--- config.mk ---
export PLATFORM = sky130hd
export DESIGN_NAME = scope_frame_crc16_appender_core
export DESIGN_NICKNAME = d
export VERILOG_FILES = /design/src/sv/sfca_pkg.sv /design/src/sv/scope_frame_crc16_appender_core.sv
export SDC_FILE = /design/constraint.sdc
export NUM_CORES = 1
export LEC_CHECK = 0
export BUFFER_PORTS_ARGS = -buffer_cell sky130_fd_sc_hd__clkbuf_2
export CAP_MARGIN = 25
export CORE_MARGIN = 4
export CORE_UTILIZATION = 52
export DETAILED_ROUTE_END_ITERATION = 8
export HOLD_SLACK_MARGIN = 0.02
export PLACE_DENSITY = 0.75
export SLEW_MARGIN = 10
export SYNTH_ARGS = -nofsm -noshare
export SYNTH_HDL_FRONTEND = slang
export SYNTH_SLANG_ARGS = --single-unit
--- constraint.sdc ---
create_clock -name clk -period 2.45 [get_ports clk]
set_clock_uncertainty 0.15 [all_clocks]
set_input_delay 0.3675 -clock clk [delete_from_list [all_inputs] [get_ports clk]]
set_output_delay 0.3675 -clock clk [all_outputs]
set_load 0.02 [all_outputs]
--- src/sv/sfca_pkg.sv ---
// sfca_pkg: shared constants, types and the byte-wise CRC-16/MODBUS update
// for the scope frame CRC appender. No dependencies.
package sfca_pkg;

    localparam int unsigned PAYLOAD_BYTES_DEF = 8;
    localparam int unsigned COUNT_W           = 6;

    localparam logic [15:0] CRC_INIT = 16'hFFFF;
    localparam logic [15:0] CRC_POLY = 16'hA001;

    // CRC trailer words still owed after the word in the output register
    typedef enum logic [1:0] {
        TRAIL_NONE,
        TRAIL_LO_HI,
        TRAIL_HI
    } trail_t;

    // Reflected CRC-16, one byte folded in (eight shift/xor steps)
    function automatic logic [15:0] crc16_byte(input logic [15:0] crc_in,
                                               input logic [7:0]  data_in);
        logic [15:0] crc;
        crc = crc_in ^ {8'h00, data_in};
        for (int i = 0; i < 8; i++) begin
            if (crc[0])
                crc = (crc >> 1) ^ CRC_POLY;
            else
                crc = crc >> 1;
        end
        return crc;
    endfunction

endpackage

--- src/sv/scope_frame_crc16_appender_core.sv ---
// Top level of the scope frame CRC-16 appender: pass-through of payload
// words with the CRC-16/MODBUS trailer appended. Depends on sfca_pkg.

// Each payload word taken on the input channel comes out unchanged in the
// next cycle on the output channel. After the last payload word of a
// frame (PAYLOAD_BYTES words, 1..63) the block appends the CRC low byte
// and then the CRC high byte, with frame_end high on the high byte only.
// The CRC is CRC-16/MODBUS: reflected polynomial 0xA001, seed 0xFFFF, no
// final xor; it and the word count reseed after each frame. Throughput is
// one word per cycle while out_ready holds; a frame of N payload words
// occupies N+2 output words, since in_ready drops while the two CRC words
// are emitted from the single output register. The CRC update of one word
// is an eight-step shift/xor network between the input port and the CRC
// register.
module scope_frame_crc16_appender_core #(
    parameter int unsigned PAYLOAD_BYTES = sfca_pkg::PAYLOAD_BYTES_DEF
) (
    input  logic       clk,
    input  logic       rst_n,
    input  logic       in_valid,
    output logic       in_ready,
    input  logic [7:0] data_byte,
    output logic       out_valid,
    input  logic       out_ready,
    output logic [7:0] out_byte,
    output logic       frame_end
);
    import sfca_pkg::*;

    // Frame length as the 6-bit counter sees it; zero counts as one
    localparam logic [COUNT_W-1:0] LIMIT_RAW = COUNT_W'(PAYLOAD_BYTES);
    localparam logic [COUNT_W-1:0] LIMIT     =
        (LIMIT_RAW == '0) ? COUNT_W'(1) : LIMIT_RAW;

    // Frame state
    logic [15:0]        crc_reg,   crc_next;
    logic [COUNT_W-1:0] count_reg, count_next;
    // CRC captured at frame close, read out as the trailer
    logic [15:0]        hold_reg,  hold_next;
    // Output register
    logic               valid_reg, valid_next;
    logic [7:0]         byte_reg,  byte_next;
    logic               end_reg,   end_next;
    trail_t             trail_reg, trail_next;

    logic               advance;
    logic               in_take;
    logic [15:0]        crc_upd;
    logic [COUNT_W-1:0] count_inc;
    logic               closing;

    // Output slot can load a new word this cycle
    assign advance  = !valid_reg || out_ready;
    assign in_ready = advance && (trail_reg == TRAIL_NONE);
    assign in_take  = in_valid && in_ready;

    assign crc_upd   = crc16_byte(crc_reg, data_byte);
    assign count_inc = count_reg + COUNT_W'(1);
    assign closing   = (count_inc >= LIMIT);

    always_comb
    begin
        crc_next   = crc_reg;
        count_next = count_reg;
        hold_next  = hold_reg;
        valid_next = valid_reg;
        byte_next  = byte_reg;
        end_next   = end_reg;
        trail_next = trail_reg;

        if (advance)
        begin
            case (trail_reg)
                TRAIL_LO_HI:
                begin
                    valid_next = 1'b1;
                    byte_next  = hold_reg[7:0];
                    end_next   = 1'b0;
                    trail_next = TRAIL_HI;
                end
                TRAIL_HI:
                begin
                    valid_next = 1'b1;
                    byte_next  = hold_reg[15:8];
                    end_next   = 1'b1;
                    trail_next = TRAIL_NONE;
                end
                default:
                begin
                    valid_next = in_take;
                    byte_next  = data_byte;
                    end_next   = 1'b0;
                    if (in_take)
                    begin
                        if (closing)
                        begin
                            // Close the frame: park the CRC, reseed
                            hold_next  = crc_upd;
                            crc_next   = CRC_INIT;
                            count_next = '0;
                            trail_next = TRAIL_LO_HI;
                        end
                        else
                        begin
                            crc_next   = crc_upd;
                            count_next = count_inc;
                            trail_next = TRAIL_NONE;
                        end
                    end
                end
            endcase
        end
    end

    // Control state
    always_ff @(posedge clk or negedge rst_n)
    begin
        if (!rst_n)
        begin
            crc_reg   <= CRC_INIT;
            count_reg <= '0;
            valid_reg <= 1'b0;
            trail_reg <= TRAIL_NONE;
        end
        else
        begin
            crc_reg   <= crc_next;
            count_reg <= count_next;
            valid_reg <= valid_next;
            trail_reg <= trail_next;
        end
    end

    // Payload, no reset
    always_ff @(posedge clk)
    begin
        hold_reg <= hold_next;
        byte_reg <= byte_next;
        end_reg  <= end_next;
    end

    assign out_valid = valid_reg;
    assign out_byte  = byte_reg;
    assign frame_end = end_reg;

endmodule

[Word-level counts from Yosys, hierarchy flattened]
Cells that the tools add are included.
Operators by class
  add/sub/neg operators: 1
  order comparisons: 1
  equality and inequality tests: 2
  multiplexer cells: 16
  bitwise gates (word level): 10
  reduce and logical (&&, ||, !) cells: 10
Operators with widths (number)
  $mux W16: 9
  $not A2 Y3: 8
  $pmux W8 S2: 1
  $xor A16 B8 Y16: 1
  $add A6 B1 Y6 const B: 1
  $ge A6 B4 Y1 const B: 1
  $mux W6: 1
  $pmux W2 S2: 1
  $reduce_and A4 Y1: 1
  $mux W1: 3
  $reduce_and A3 Y1: 1
  $reduce_bool A3 Y1: 1
  $eq A2 B1 Y1 const B: 1
  $eq A2 B2 Y1 const B: 1
  $logic_and A1 B1 Y1: 2
  $logic_not A2 Y1: 1
  $mux W2: 1
  $reduce_and A2 Y1: 1
  $reduce_or A2 Y1: 1
  $logic_not A1 Y1: 1
  $logic_or A1 B1 Y1: 1
  $not A1 Y1: 1
Storage, ports and cells
  bits in registers: 50
  input bits: 12
  output and inout bits: 11
  logic and storage cells: 47

[Longest topological paths before layout]
  depth after elaboration: 18
  gate-level depth with buffers: 8

[Least setup slack after synthesis]
No wires, ideal clock.
  path kind: register -> register
  start point: reg trail_reg[0]
  end point: reg hold_reg[0], enable pin
  setup time: 388 ps
  arrival time: 1915 ps
  data required time: 1912 ps
  path slack: -4 ps
  cell stages (with the launch flop): 7
  period minus slack after synthesis: 2454 ps
  cell sequence: dfrtp_1 inv_1 ha_1 clkbuf_1 nor2_1 nand3_1 nor2_1
Between the ends
  word-level cells in the longest chain between the ends: 4
RTL lines
  start: declaration: line scope_frame_crc16_appender_core.sv:44  | trail_t trail_reg, trail_next;
  start signal: assignment: line scope_frame_crc16_appender_core.sv:130  | trail_reg <= trail_next;
  $eq A2 B2 Y1, or another cell as far along: line scope_frame_crc16_appender_core.sv:73  | case (trail_reg)
  $reduce_or A2 Y1 (no line) or $logic_and A1 B1 Y1 (tied branches)
  $not A1 Y1 (no line) or $logic_and A1 B1 Y1 (tied branches)
  $reduce_and A4 Y1 (no line) (*)
  end signal: assignment: line scope_frame_crc16_appender_core.sv:137  | hold_reg <= hold_next;
  end: declaration: line scope_frame_crc16_appender_core.sv:39  | logic [15:0] hold_reg, hold_next;
Mark *: on every way between the ends. The rest lies on a longest branch, timed or not.
A chain may end at the register's enable or synchronous reset.

[Final worst setup path]
  start point: reg crc_reg[1]
  end point: reg hold_reg[0], data pin
Between the ends
  word-level cells in the longest chain between the ends: 10
RTL lines
  start: declaration: line scope_frame_crc16_appender_core.sv:36  | logic [15:0] crc_reg, crc_next;
  start signal: assignment: line scope_frame_crc16_appender_core.sv:127  | crc_reg <= crc_next;
  $xor A16 B8 Y16 (*): line sfca_pkg.sv:22  | crc = crc_in ^ {8'h00, data_in};
  $not A2 Y3 (no line)
  $mux W16 (*) (8 in series): line sfca_pkg.sv:24  | if (crc[0])
  net crc_upd[0]: line scope_frame_crc16_appender_core.sv:48  | logic [15:0] crc_upd;
Mark *: on every way through the listed nets, which the timed path passes. The rest lies on a longest branch.

==> flow_summary.yaml <==
run_status:
  status: "completed"
timing:
  rsz0062_at_grt: "false"
  relSlewSlack_pct: 53.2
  final.min_clock_period_ns: 2.30
  tns_ns: 0
  worst_slew_pin_slew_ns: 0.694
  slew_viol_final: 0
  fin_crit_sh_pct: 94.0
  fmax_mhz: 434
  hold_violations: 0
  setup_viol: 0
yosys:
  syn_inst: 164
  yosys_warnings: 0
  syn_nets: 182
  syn_area_per_cell_um2: 13.4
  synthDominantCellAreaShare_pct: 34.1
  ys_seq_elements: 50
  synth_seq_area_share_pct: 63.5
  synth-main-ff-cell: "edfxtp_1"
  syn-cell-area_um2: 2200
  ys_types: 32
  async_flop_share_pct: 50.0
  synth.area.top_cells: "edfxtp_1 34%, dfstp_2 19%, dfrtp_1 10%"
  yosysTopAreaCell: "edfxtp_1"
  synth_edf_count: 25
floorplanning:
  num_rows: 23
  initial_utilization_pct: 54.2
  die_h_um: 73.0
  core_um2: 4060
  die_x_um: 73.0
  num_io_pins: 23
  die-area_um2: 5330
clock_network:
  cts-hold-fix-buffers: 1
  worstSkewPairLatency_ns: 0.30
  clockBufferDepth: 2
  clk_pin_slew_ns: 0.08
  cts_tree: "yes"
  htreeDepth: 2
  cts-root-buf: "clkbuf_8"
  cts_made_buffers: 5
  postCtsSetupBuffers: 0
  ctsResizeCount: 0
  clock_sinks: 50
global_routing:
  antenna_found_initial: 0
  grt.total_usage_pct: 17.1
  grt_pass1_wl_mm: 6.89
  grt_max_degree: 26
  first_global_vias: 1391
  globalRoute.totalOverflow: 0
flow_run:
  cap_violations: 0
routing:
  remaining_drc_errors: 0
  drt_iter0_markers: 97
  vias_per_cell: 5.62
  wirelength_mm: 4.20
  detail_route.wl_per_cell_um: 17.3
  vias: 1365
  drtPass1Iterations: 4
  antenna_left: 0
final_layout:
  drive_gt1_share_pct: 28.5
  antenna_cells: 0
  nets: 210
  finalNonFillerCells: 243
  fin_area_um2: 2500
  area_delta_synth_final_pct: 13.8
  fillers: 312
critical_path:
  reg2reg_depth: 5
  end_kind: "flip-flop"
  critPathMaxFanout: 3
  startpoint: "crc_reg[1]"
  crit_arrival_ns: 2.21
  r2r_start: "crc_reg[1]"
  worstSetupPathType: "reg -> reg"
  cp.required_ns: 2.36
  reg2reg_to: "hold_reg[0]"
  startpoint_type: "flip-flop"
  reg2reg_slack_ns: 0.15
min_path:
  min_path_cells: 3
  hp-start: "in_valid"
  holdCritPathClass: "in -> reg"
  min_to: "out_valid"
placed_design:
  hpwl_mm: 3.00
  placed_cell_area_um2: 2390
  numPortBuffers: 22
  place.gp.congestion: 0.792
  dp_cells: 234
pwr:
  leakagePower_uw: 0.00100
  max-vdd-ir-drop_mv: 0.592
  pwr_density_cell_nw_per_um2: 1660
[synth_stat cells, types with 4 or more instances]
cell and number:
xor2_1 5, o22a_1 13, dfstp_2 16, a21oi_1 10
inv_1 7, nor2_1 13, nand2_1 8, edfxtp_1 25
nor2b_1 4, clkbuf_1 6, dfrtp_1 9, ha_1 6
xnor2_1 13, a22oi_1 8
[layer usage]
layer,global-route usage [%],routed length (um)
met4,5.53,57
met1,21.2,1780
met2,28.5,2140
met3,5.10,221
met5,0,0
[cell families after synthesis]
logic type / Yosys count / share of synthesized area, %
adders and majority gates: 6 / 3.41
AOI/OAI and AO/OA: 39 / 13.2
buffers and inverters: 15 / 2.79
DFF: 50 / 63.5
muxes: 1 / 0.512
xor gates and xnor gates: 21 / 10.1
and+or+nand+nor: 32 / 6.54
[critical path, cell delays in order, from the launching register on]
cell	delay, ns
dfstp_2	0.54
xor2_1	0.24
xnor2_1	0.22
xor3_2	0.55
xnor3_1	0.32
inv_1	0.05
[cells in the final DEF, fill, tap and decap left out, types with 2 or more instances in the layout]
cell and instances:
ha_1 6, dfrtp_1 9, xor2_1 5, dfstp_2 16, xnor2_1 13, o22a_1 13, a21oi_1 10, clkbuf_2 22
a22oi_1 8, inv_1 7, nor2_1 12, clkbuf_8 5, nor2b_1 4, buf_4 5, and3_1 2, and2_1 2
edfxtp_1 25, nand2_1 8
[worst max-delay path by stage]
| stage | depth (start not counted) | end | slack [ns] |
|---|---|---|---|
| detailed placement | 6 | hold_reg[0] | 0.17 |
| CTS | 5 | hold_reg[0] | 0.16 |
| finish | 5 | hold_reg[0] | 0.15 |
| global placement | 6 | hold_reg[0] | 0.20 |
| global route | 5 | hold_reg[0] | 0.09 |
| floorplan | 6 | hold_reg[0] | 0.24 |
[stage by stage]
stage / total power (uW) / utilization (%) / hold slack, ns / setup slack, ns
2_1_floorplan: 3110 / - / -0.0781 / 0.243
3_3_place_gp: 3550 / 58.9 / 0.250 / 0.203
3_5_place_dp: 3630 / 58.9 / 0.264 / 0.174
4_1_cts: 4170 / 61.7 / 0.216 / 0.163
5_1_grt: 4400 / 61.7 / 0.242 / 0.0907
6_report: 4150 / 61.7 / 0.223 / 0.147
[cell type report]
| class | count | area, um^2 | share of cell area (%) |
|---|---|---|---|
| multi-input combinational | 99 | 749 | 30.0 |
| inverter | 8 | 35.0 | 1.40 |
| clock buffer | 7 | 97.6 | 3.90 |
| tap | 50 | 62.6 | 2.50 |
| timing repair buffer | 28 | 158 | 6.30 |
| clock inverter | 1 | 3.75 | 0.150 |
| sequential | 50 | 1400 | 55.8 |
[report_power, final]
| group | switching, uW | internal, uW | total, uW |
|---|---|---|---|
| Clock | 252 | 260 | 512 |
| Sequential | 157 | 1420 | 1580 |
| Combinational | 1140 | 919 | 2060 |
| Total | 1550 | 2600 | 4150 |
No activity file was read; power rests on OpenSTA's default activity.
